`src/rtl/kprt_pkg.sv`:
```
// ----------------------------------------------------------------------------
// kprt_pkg
// Shared constants, types and the key code mapping for the key press/release
// timeout core.
// ----------------------------------------------------------------------------
package kprt_pkg;

  localparam int NUM_CODES = 256;
  localparam int CODE_W    = $clog2(NUM_CODES);
  localparam int TIMER_W   = 3;

  localparam logic [TIMER_W-1:0] TIMEOUT_RESET = TIMER_W'(4);

  localparam logic [7:0] CHAR_W = 8'h77;
  localparam logic [7:0] CHAR_S = 8'h73;
  localparam logic [7:0] CHAR_A = 8'h61;
  localparam logic [7:0] CHAR_D = 8'h64;

  localparam logic [7:0] KEY_UP    = 8'had;
  localparam logic [7:0] KEY_DOWN  = 8'haf;
  localparam logic [7:0] KEY_LEFT  = 8'hac;
  localparam logic [7:0] KEY_RIGHT = 8'hae;

  localparam logic KIND_CHAR = 1'b0;
  localparam logic KIND_TICK = 1'b1;

  // control from the sequencer to the timer ring
  typedef struct packed {
    logic               shift;
    logic [TIMER_W-1:0] head;
  } ring_ctrl_t;

  function automatic logic [7:0] map_code(input logic [7:0] code);
    logic [7:0] key;
    unique case (code)
      CHAR_W:  key = KEY_UP;
      CHAR_S:  key = KEY_DOWN;
      CHAR_A:  key = KEY_LEFT;
      CHAR_D:  key = KEY_RIGHT;
      default: key = code;
    endcase
    return key;
  endfunction

endpackage

```
`src/rtl/kprt_cell.sv`:
```
// ----------------------------------------------------------------------------
// kprt_cell
// One hold timer of the rotating timer ring; takes its neighbor's value on
// every shift.
// ----------------------------------------------------------------------------
module kprt_cell import kprt_pkg::*; (
  input  logic               clk_i,
  input  logic               rst_ni,
  input  logic               shift_i,
  input  logic [TIMER_W-1:0] timer_i,
  output logic [TIMER_W-1:0] timer_o
);

  logic [TIMER_W-1:0] timer_q;

  always_ff @(posedge clk_i or negedge rst_ni) begin
    if (!rst_ni) begin
      timer_q <= '0;
    end else if (shift_i) begin
      timer_q <= timer_i;
    end
  end

  assign timer_o = timer_q;

endmodule

```
`src/rtl/kprt_ctrl.sv`:
```
// ----------------------------------------------------------------------------
// kprt_ctrl
// Walk sequencer: rotates the timer ring once per item, updates the timer at
// the ring head, and holds the result register.
// ----------------------------------------------------------------------------
module kprt_ctrl import kprt_pkg::*; (
  input  logic               clk_i,
  input  logic               rst_ni,
  input  logic               in_valid_i,
  output logic               in_ready_o,
  input  logic               kind_i,
  input  logic [7:0]         char_code_i,
  input  logic [TIMER_W-1:0] timeout_i,
  input  logic [TIMER_W-1:0] head_i,
  output ring_ctrl_t         ring_o,
  output logic               out_valid_o,
  input  logic               out_ready_i,
  output logic               is_press_o,
  output logic [7:0]         game_key_o
);

  typedef enum logic [1:0] {
    ST_IDLE,
    ST_WALK,
    ST_FLUSH
  } state_e;

  localparam logic [CODE_W-1:0] LAST_POS = CODE_W'(NUM_CODES - 1);

  state_e             state_q;
  logic [CODE_W-1:0]  pos_q;
  logic               kind_q;
  logic [CODE_W-1:0]  code_q;
  logic               stop_q;
  logic               pend_q;
  logic               pend_press_q;
  logic [CODE_W-1:0]  pend_key_q;
  logic               out_valid_q;
  logic               is_press_q;
  logic [7:0]         game_key_q;

  logic               in_xfer;
  logic               out_free;
  logic               out_load;
  logic               hit;
  logic [TIMER_W-1:0] load;
  logic [TIMER_W-1:0] head_new;
  logic               set_pend;
  logic               set_press;
  logic               code_ok;

  assign in_ready_o = (state_q == ST_IDLE);
  assign in_xfer    = in_valid_i && in_ready_o;
  assign out_free   = !out_valid_q || out_ready_i;
  assign code_ok    = int'(char_code_i) < NUM_CODES;

  assign hit  = (pos_q == code_q);
  assign load = (timeout_i == '0) ? TIMER_W'(1) : timeout_i;

  always_comb begin
    head_new  = head_i;
    set_pend  = 1'b0;
    set_press = 1'b0;
    if (kind_q == KIND_CHAR) begin
      if (hit) begin
        head_new = load;
        if (head_i == '0) begin
          set_pend  = 1'b1;
          set_press = 1'b1;
        end
      end
    end else if (!stop_q && head_i != '0) begin
      head_new = head_i - TIMER_W'(1);
      if (head_i == TIMER_W'(1)) begin
        set_pend = 1'b1;
      end
    end
  end

  assign out_load = out_free &&
                    ((state_q == ST_FLUSH) ||
                     (state_q == ST_WALK && pos_q == LAST_POS && (set_pend || pend_q)));

  assign ring_o.shift = (state_q == ST_WALK);
  assign ring_o.head  = head_new;

  always_ff @(posedge clk_i or negedge rst_ni) begin
    if (!rst_ni) begin
      state_q      <= ST_IDLE;
      pos_q        <= '0;
      kind_q       <= KIND_CHAR;
      code_q       <= '0;
      stop_q       <= 1'b0;
      pend_q       <= 1'b0;
      pend_press_q <= 1'b0;
      pend_key_q   <= '0;
      out_valid_q  <= 1'b0;
      is_press_q   <= 1'b0;
      game_key_q   <= '0;
    end else begin
      if (out_load) begin
        out_valid_q <= 1'b1;
      end else if (out_valid_q && out_ready_i) begin
        out_valid_q <= 1'b0;
      end
      unique case (state_q)
        ST_IDLE: begin
          if (in_xfer && (kind_i == KIND_TICK || code_ok)) begin
            state_q <= ST_WALK;
            pos_q   <= '0;
            kind_q  <= kind_i;
            code_q  <= char_code_i[CODE_W-1:0];
            stop_q  <= 1'b0;
            pend_q  <= 1'b0;
          end
        end
        ST_WALK: begin
          if (set_pend) begin
            pend_q       <= 1'b1;
            pend_press_q <= set_press;
            pend_key_q   <= pos_q;
            stop_q       <= 1'b1;
          end
          if (pos_q == LAST_POS) begin
            pos_q <= '0;
            if (set_pend || pend_q) begin
              if (out_free) begin
                is_press_q  <= set_pend ? set_press : pend_press_q;
                game_key_q  <= map_code(8'(set_pend ? pos_q : pend_key_q));
                state_q     <= ST_IDLE;
              end else begin
                state_q <= ST_FLUSH;
              end
            end else begin
              state_q <= ST_IDLE;
            end
          end else begin
            pos_q <= pos_q + CODE_W'(1);
          end
        end
        ST_FLUSH: begin
          if (out_free) begin
            is_press_q  <= pend_press_q;
            game_key_q  <= map_code(8'(pend_key_q));
            state_q     <= ST_IDLE;
          end
        end
        default: begin
          state_q <= ST_IDLE;
        end
      endcase
    end
  end

  assign out_valid_o = out_valid_q;
  assign is_press_o  = is_press_q;
  assign game_key_o  = game_key_q;

endmodule

```
`src/rtl/key_press_release_timeout_core.sv`:
```
// ----------------------------------------------------------------------------
// key_press_release_timeout_core
// Key press/release detector with one hold timer per character code, kept in
// a rotating ring of timer cells.
// ----------------------------------------------------------------------------
//  channel   direction  handshake                  payload
//  in        input      in_valid_i / in_ready_o    kind_i, char_code_i
//  out       output     out_valid_o / out_ready_i  is_press_o, game_key_o
//  cfg       input      cfg_valid_i / cfg_ready_o  release_timeout_i
//
//  Every item except an out-of-range code rotates the ring one full turn:
//  all NUM_CODES timers (256) pass the ring head, one timer per cycle.
//  Input is taken one item at a time; in_ready_o returns once the walk
//  and any wait to load its result are over. A result waits in the
//  output register; a finished walk stalls only if the previous result
//  is still not taken.
//  Reset clears all timers at once and sets the timeout to 4.
// ----------------------------------------------------------------------------
module key_press_release_timeout_core import kprt_pkg::*; (
  input  logic                clk_i,
  input  logic                rst_ni,
  input  logic                in_valid_i,
  output logic                in_ready_o,
  input  logic                kind_i,
  input  logic [7:0]          char_code_i,
  output logic                out_valid_o,
  input  logic                out_ready_i,
  output logic                is_press_o,
  output logic [7:0]          game_key_o,
  input  logic                cfg_valid_i,
  output logic                cfg_ready_o,
  input  logic [TIMER_W-1:0]  release_timeout_i
);

  logic [TIMER_W-1:0] timeout_q;
  logic [TIMER_W-1:0] timer_w [NUM_CODES];
  ring_ctrl_t         ring;

  assign cfg_ready_o = 1'b1;

  always_ff @(posedge clk_i or negedge rst_ni) begin
    if (!rst_ni) begin
      timeout_q <= TIMEOUT_RESET;
    end else if (cfg_valid_i && cfg_ready_o) begin
      timeout_q <= release_timeout_i;
    end
  end

  for (genvar i = 0; i < NUM_CODES; i++) begin : g_cell
    if (i == NUM_CODES - 1) begin : g_tail
      kprt_cell u_cell (
        .clk_i   (clk_i),
        .rst_ni  (rst_ni),
        .shift_i (ring.shift),
        .timer_i (ring.head),
        .timer_o (timer_w[i])
      );
    end else begin : g_body
      kprt_cell u_cell (
        .clk_i   (clk_i),
        .rst_ni  (rst_ni),
        .shift_i (ring.shift),
        .timer_i (timer_w[i+1]),
        .timer_o (timer_w[i])
      );
    end
  end

  kprt_ctrl u_ctrl (
    .clk_i       (clk_i),
    .rst_ni      (rst_ni),
    .in_valid_i  (in_valid_i),
    .in_ready_o  (in_ready_o),
    .kind_i      (kind_i),
    .char_code_i (char_code_i),
    .timeout_i   (timeout_q),
    .head_i      (timer_w[0]),
    .ring_o      (ring),
    .out_valid_o (out_valid_o),
    .out_ready_i (out_ready_i),
    .is_press_o  (is_press_o),
    .game_key_o  (game_key_o)
  );

endmodule
```
`config.mk`:
```
export PLATFORM = sky130hd
export DESIGN_NAME = key_press_release_timeout_core
export DESIGN_NICKNAME = d
export VERILOG_FILES = /design/src/rtl/kprt_pkg.sv /design/src/rtl/kprt_cell.sv /design/src/rtl/kprt_ctrl.sv /design/src/rtl/key_press_release_timeout_core.sv
export SDC_FILE = /design/constraint.sdc
export NUM_CORES = 2
export LEC_CHECK = 0
export BUFFER_PORTS_ARGS = -buffer_cell sky130_fd_sc_hd__buf_4
export CAP_MARGIN = 20
export CORE_MARGIN = 5
export CORE_UTILIZATION = 50
export DETAILED_ROUTE_END_ITERATION = 6
export PLACE_DENSITY = 0.68
export RECOVER_POWER = 25
export SLEW_MARGIN = 20
export SYNTH_ARGS = -nofsm -noshare
export SYNTH_HDL_FRONTEND = slang
export SYNTH_SLANG_ARGS = --single-unit
```
`constraint.sdc`:
```
create_clock -name clk_i -period 2.4 [get_ports clk_i]
set_clock_uncertainty 0.2 [all_clocks]
set_input_delay 0.24 -clock clk_i [delete_from_list [all_inputs] [get_ports clk_i]]
set_output_delay 0.24 -clock clk_i [all_outputs]
set_load 0.005 [all_outputs]
```
* Word level (Yosys, flattened, before mapping)
Index checks and enable logic that the tools add are counted.
** Word-level totals
- Logic and storage cells :: 349
- Memories :: 0
- Register bits :: 810
- Bits in writable memories :: 0
- Input port bits :: 17
- Latch bits :: 0
- Bits in read-only memories :: 0
** Cells by class
- Multiplexer cells :: 38
- Div/mod/pow operators :: 0
- Eq/ne operators :: 19
- Bitwise gates (word level) :: 0
- Multiply operators :: 0
- Magnitude comparators :: 0
- Reductions and logical operators :: 23
- Add/subtract/negate cells :: 2
- Shift operators :: 0
** Operators by type and width (count)
- $eq A8 B7 Y1 const B :: 8
- $pmux W8 S4 :: 2
- $mux W8 :: 7
- $pmux W8 S2 :: 2
- $mux W1 :: 15
- $mux W3 :: 4
- $mux W2 :: 5
- $ne A2 B2 Y1 const B :: 5
- $add A8 B1 Y8 const B :: 1
- $eq A8 B8 Y1 :: 1
- $eq A8 B8 Y1 const B :: 1
- $logic_and A1 B1 Y1 :: 6
- $logic_not A3 Y1 :: 2
- $pmux W2 S3 :: 1
- $reduce_and A3 Y1 :: 2
- $reduce_bool A2 Y1 :: 3
- $reduce_and A5 Y1 :: 1
- $pmux W1 S2 :: 2
- $reduce_and A2 Y1 :: 2
- $eq A3 B1 Y1 const B :: 1
- $logic_or A1 B1 Y1 :: 3
- $reduce_bool A3 Y1 :: 1
- $sub A3 B1 Y3 const B :: 1
- $eq A2 B1 Y1 const B :: 1
- other kinds (4) :: 5

* Depth between registers and ports, before layout
- Word-level depth :: 11
- Depth in mapped cells :: 8
- Gate-level depth less buffers :: 7

* Hierarchy
From an unflattened synthesis, not the netlist that was laid out.
** Second synthesis, totals
- Cells, all modules :: 1799
- Area, all modules :: 30290.3 um2
** By module, submodules not included
- kprt_cell :: cells an instance 6, times used 256, seq. area each 75.1 um2, area an instance 108.9 um2
- kprt_ctrl :: cells an instance 255, times used 1, seq. area each 975.9 um2, area an instance 2302.2 um2
- key_press_release_timeout_core :: cells an instance 8, times used 1, seq. area each 76.3 um2, area an instance 121.4 um2

* Worst setup path after synthesis
No wires, ideal clock.
- Path kind :: register to register
- Start point :: register u_ctrl.pos_q[0]
- End point :: register u_ctrl.game_key_q[6] (netlist: u_ctrl.game_key_o[6])
- Buffers on the path :: 1
- Required time :: 2.080 ns
- Period minus slack after synthesis :: 2.362 ns
- Slack :: 0.038 ns
- Arrival :: 2.042 ns
- Setup time :: 0.120 ns
- Stages on the path, launching flop included :: 8
- Cells stage by stage :: dfrtp_1 -> buf_6 -> xor2_2 -> nor4_4 -> nand3_4 -> a31oi_4 -> mux2_4 -> a31o_1
** Between the ends
- Word-level cells in the longest chain between the ends :: 10
- Elaborated cells between the ends (all ways) :: 18
- Classes of those cells :: 8 x eq/ne; 8 x mux; 2 x reduce/logical
** Ends and longest elaborated chain
- from (decl) :: RTL line kprt_ctrl.sv:31 : logic [CODE_W-1:0] pos_q;
- from (signal assigned) :: RTL line kprt_ctrl.sv:138 : pos_q <= pos_q + CODE_W'(1);
- $eq A8 B8 Y1 :: RTL line kprt_ctrl.sv:57 : assign hit = (pos_q == code_q);
- $mux W1 :: RTL line kprt_ctrl.sv:65 : if (hit) begin
- $mux W1 :: RTL line kprt_ctrl.sv:64 : if (kind_q == KIND_CHAR) begin
- $mux W8 :: RTL line kprt_ctrl.sv:129 : game_key_q <= map_code(8'(set_pend ? pos_q : pend_key_q));
- $eq A8 B7 Y1 :: RTL line kprt_pkg.sv:35 : unique case (code)
- $pmux W8 S4 :: RTL line kprt_pkg.sv:35
- $mux W8 :: RTL line kprt_ctrl.sv:127 : if (out_free) begin
- $mux W8 :: RTL line kprt_ctrl.sv:126 : if (set_pend || pend_q) begin
- $mux W8 :: RTL line kprt_ctrl.sv:124 : if (pos_q == LAST_POS) begin
- $pmux W8 S2 :: RTL line kprt_ctrl.sv:106 : unique case (state_q)
- to (signal assigned) :: RTL line kprt_ctrl.sv:129
- to (signal assigned) :: RTL line kprt_ctrl.sv:144 : game_key_q <= map_code(8'(pend_key_q));
- to (decl) :: RTL line kprt_ctrl.sv:40 : logic [7:0] game_key_q;
Parallel ways exist; a longest one is shown, timed or not. The select of a mux whose other input is x is not followed.
A chain may end at the register's enable or synchronous reset.

* Worst setup path in the final report
- Start point :: register u_ctrl.pos_q[6]
- End point :: register u_ctrl.game_key_q[6] (netlist: u_ctrl.game_key_o[6])
The elaborated chain is that of the path after synthesis.

==> out/metrics.yaml <==
finish:
  final_cell_area_sq_um: 35500
  antenna_cells: 0
  syn_to_final_growth_pct: 14.7
  instances_no_fill: 4378
  n_fill_cell: 5383
  layout-drive-gt1-share_pct: 7.89
  layout.nets: 3544
power_and_ir_drop:
  p_total_mw: 29.6
  power_density_nw_per_um2: 833
  peakVddDrop_mv: 0.550
  p_leak_nw: 20.1
timing:
  rsz0062_at_grt: "no"
  finalHoldViolations: 0
  worstMarginPinSlew_ns: 1.48
  setup_viol: 0
  relSlewSlack_pct: 1.41
  slew_viol_final: 0
  final.setup.worst_slack_ns: 0.0889
  fmax_mhz: 433
  period_needed_ns: 2.31
  fin_crit_sh_pct: 96.3
  hold_slack_ns: 0.0962
run_status:
  outcome: "finished, final reports clean"
detailed_routing:
  first_iter_violations: 1549
  dr_total_vias: 20900
  drc: 0
  drtPass1Iterations: 5
  routed_wl_mm: 52.3
  wire_per_inst_um: 11.9
  ant_nets: 0
  via_per_inst: 4.78
yosys:
  yosys.area_share.adder_pct: 0.162
  syn_area_sq_um: 31000
  yosysMostFrequentCell: "nand2_1"
  synthCells: 3482
  synth-seq-area-share_pct: 65.4
  ys_warn_count: 0
  synth_compound_area_share_pct: 1.22
  synth_top_family_by_area: "simple AND/OR/NAND/NOR gates"
  synthTopCellsByArea: "dfrtp_1 65%, nand2_1 28%, clkbuf_1 2.1%"
  synthFlopType: "dfrtp_1"
  synth-xor-area-share_pct: 0.388
  synth.top_cell.area_share_pct: 65.3
  synth_edf_count: 0
  synthTopCellsByCount: "2311 x nand2_1, 809 x dfrtp_1, 170 x clkbuf_1"
  synth.largest_area_cell: "dfrtp_1"
  synthSimpleGateAreaFrac_pct: 29.3
  muxShareOfSynthArea_pct: 1.08
  synth-async-reset-ratio_pct: 100
  ys_types: 56
  synth_fp_nets: 3503
  avgSynthCellArea_sq_um: 8.90
  ys_seq_elements: 810
floorplanning:
  rows: 91
  start_util_pct: 50.4
  core_region_area_sq_um: 61500
  die_y_um: 259
  die_x_um: 259
  die_area_sq_um: 67000
  io_pins: 29
grt:
  track_usage_pct: 16.2
  grt_pass1_vias: 21100
  grt_pass1_wl_mm: 95.6
  grt_max_degree: 209
  antenna_found_initial: 0
  grt_remaining_overflow: 0
clock_network:
  clk_latency_ns: 0.63
  clk_path_buf_depth: 3
  clkTransAtPathRegs_ns: 0.06
  cts_sinks: 810
  htree_levels: 3
  cts_tree: "done"
  cts-root-buf: "clkbuf_16"
  cts_buffers: 83
placed_design:
  dpl.hpwl_mm: 29.3
  place_ws_ns: -0.0124
  gp_congestion: 0.810
  place_inst: 4205
  portBuffers: 27
  post_dp_cell_area_sq_um: 32500
worst_setup_path:
  worst-setup-path-type: "flip-flop to flip-flop"
  cp_cell_sequence: "xor2_2 -> nor4_4 -> buf_4 -> and3_4 -> or4_1 -> and4bb_4 -> a31o_1"
  critPathArrivalTime_ns: 2.62
  cpLargestDelayFamily: "simple AND/OR/NAND/NOR gates"
  worstPathRequired_ns: 2.71
  slowest_delay_ns: 0.51
  crit_fanout: 5
  crit_slowest_cell: "or4_1"
  cp-end-kind: "flip-flop"
  cp.buffers_inverters: 1
  startpoint_type: "flip-flop"
worst_hold_path:
  hold_path.class: "input port to asynchronous set/reset pin"
flow_run:
  cap_violations: 0
where the power goes:
group | internal, mW | total, mW | switching (mW)
clock network | 8.27 | 13.6 | 5.37
logic | 0.575 | 1.47 | 0.897
registers | 14.2 | 14.5 | 0.351
total | 23.0 | 29.6 | 6.62
state kept, by name, summed over array words and instances (netlist names):
name	flops
g_cell.g_body.u_cell.timer_o	765
u_ctrl.game_key_o	8
u_ctrl.code_q	8
u_ctrl.pend_key_q	8
u_ctrl.kind_q	1
u_ctrl.pos_q	8
g_cell.g_tail.u_cell.timer_o	3
u_ctrl.state_q	2
u_ctrl.pend_press_q	1
u_ctrl.is_press_o	1
timeout_q	3
u_ctrl.out_valid_o	1
u_ctrl.stop_q	1
timing repair:
item                                   4_1_cts  5_1_grt
resized for setup                            2        6
hold buffers                                19        0
gates cloned                                 0        1
setup endpoints to repair                    3       15
endpoints found under the hold margin      749        0
pin swaps                                    0        4
buffers inserted                             0        3
stage by stage:
stage	utilization (%)	setup TNS, ns
2_1_floorplan	-	0
3_5_place_dp	52.8	-0.0168
3_3_place_gp	52.8	-0.0134
4_1_cts	57.9	0
5_1_grt	57.8	0
6_report	57.8	0
worst register-to-register path, stage by stage (launching register included):
cell      delay (ns)
dfrtp_1         0.45
xor2_2          0.22
nor4_4          0.07
buf_4           0.17
and3_4          0.17
or4_1           0.51
and4bb_4        0.24
a31o_1          0.17
cell type report:
| cell class | instances | area, sq um | area share, % |
|---|---|---|---|
| flip-flops and latches | 810 | 20300 | 57.0 |
| multi-input cells | 2481 | 10000 | 28.2 |
| clock buffers | 114 | 2330 | 6.57 |
| repair buffers | 137 | 1300 | 3.65 |
| well taps | 790 | 988 | 2.78 |
| clock inverters | 36 | 597 | 1.68 |
| inverters | 10 | 37.5 | 0.106 |
logic make-up after synthesis:
kind of cell / count (synthesis)
buffers and inverters: 192
AOI/OAI and AO/OA: 61
and+or+nand+nor: 2372
adders and majority gates: 4
muxes: 30
xor gates and xnor gates: 12
other: 1
DFF: 810
placed cells by master, fill, tap and decap left out, types with 3 or more instances in the layout:
cell           instances
nand2_1             2310
bufinv_16             13
nor2_1                21
inv_1                 10
xnor2_1                3
nand3_1                7
xor2_2                 4
a31oi_1                6
buf_12                23
mux2i_1                9
ha_1                   4
dlygate4sd3_1         19
clkinv_8               4
clkbuf_1              35
clkbuf_8              14
nor3_1                 3
xor2_1                 5
buf_4                 70
o21ai_0               26
dfrtp_1              809
nand2_2                3
a211oi_1               3
a21oi_1               10
mux2_2                19
clkbuf_16             83
clkinv_2              12
or2_2                  3
per-layer routing:
layer / GRT usage [%] / up-vias / wire (um)
met5: 0 / - / 0
met4: 4.46 / 0 / 1180
met3: 2.97 / 93 / 1660
li1: - / 10600 / -
met2: 26.5 / 212 / 23600
met1: 22.7 / 9986 / 25800
worst paths after layout:
kind	endpoint	slack [ns]	startpoint	depth (start not counted)
min	g_cell[140].g_body.u_cell.timer_o[1]$_DFFE_PN0P_	0.1	rst_ni	3
min reg2reg	g_cell[226].g_body.u_cell.timer_o[1]$_DFFE_PN0P_	0.24	g_cell[227].g_body.u_cell.timer_o[1]$_DFFE_PN0P_	2
max in group asynchronous	u_ctrl.game_key_o[6]$_DFFE_PN0P_	0.38	rst_ni	4
max reg2reg	u_ctrl.game_key_o[6]$_DFFE_PN0P_	0.09	u_ctrl.pos_q[6]$_DFFE_PN0P_	7
min in group clk_i	u_ctrl.code_q[0]$_DFFE_PN0P_	0.20	char_code_i[0]	3
max	u_ctrl.game_key_o[6]$_DFFE_PN0P_	0.09	u_ctrl.pos_q[6]$_DFFE_PN0P_	7
Note: power is estimated with default switching activity, not from simulation.
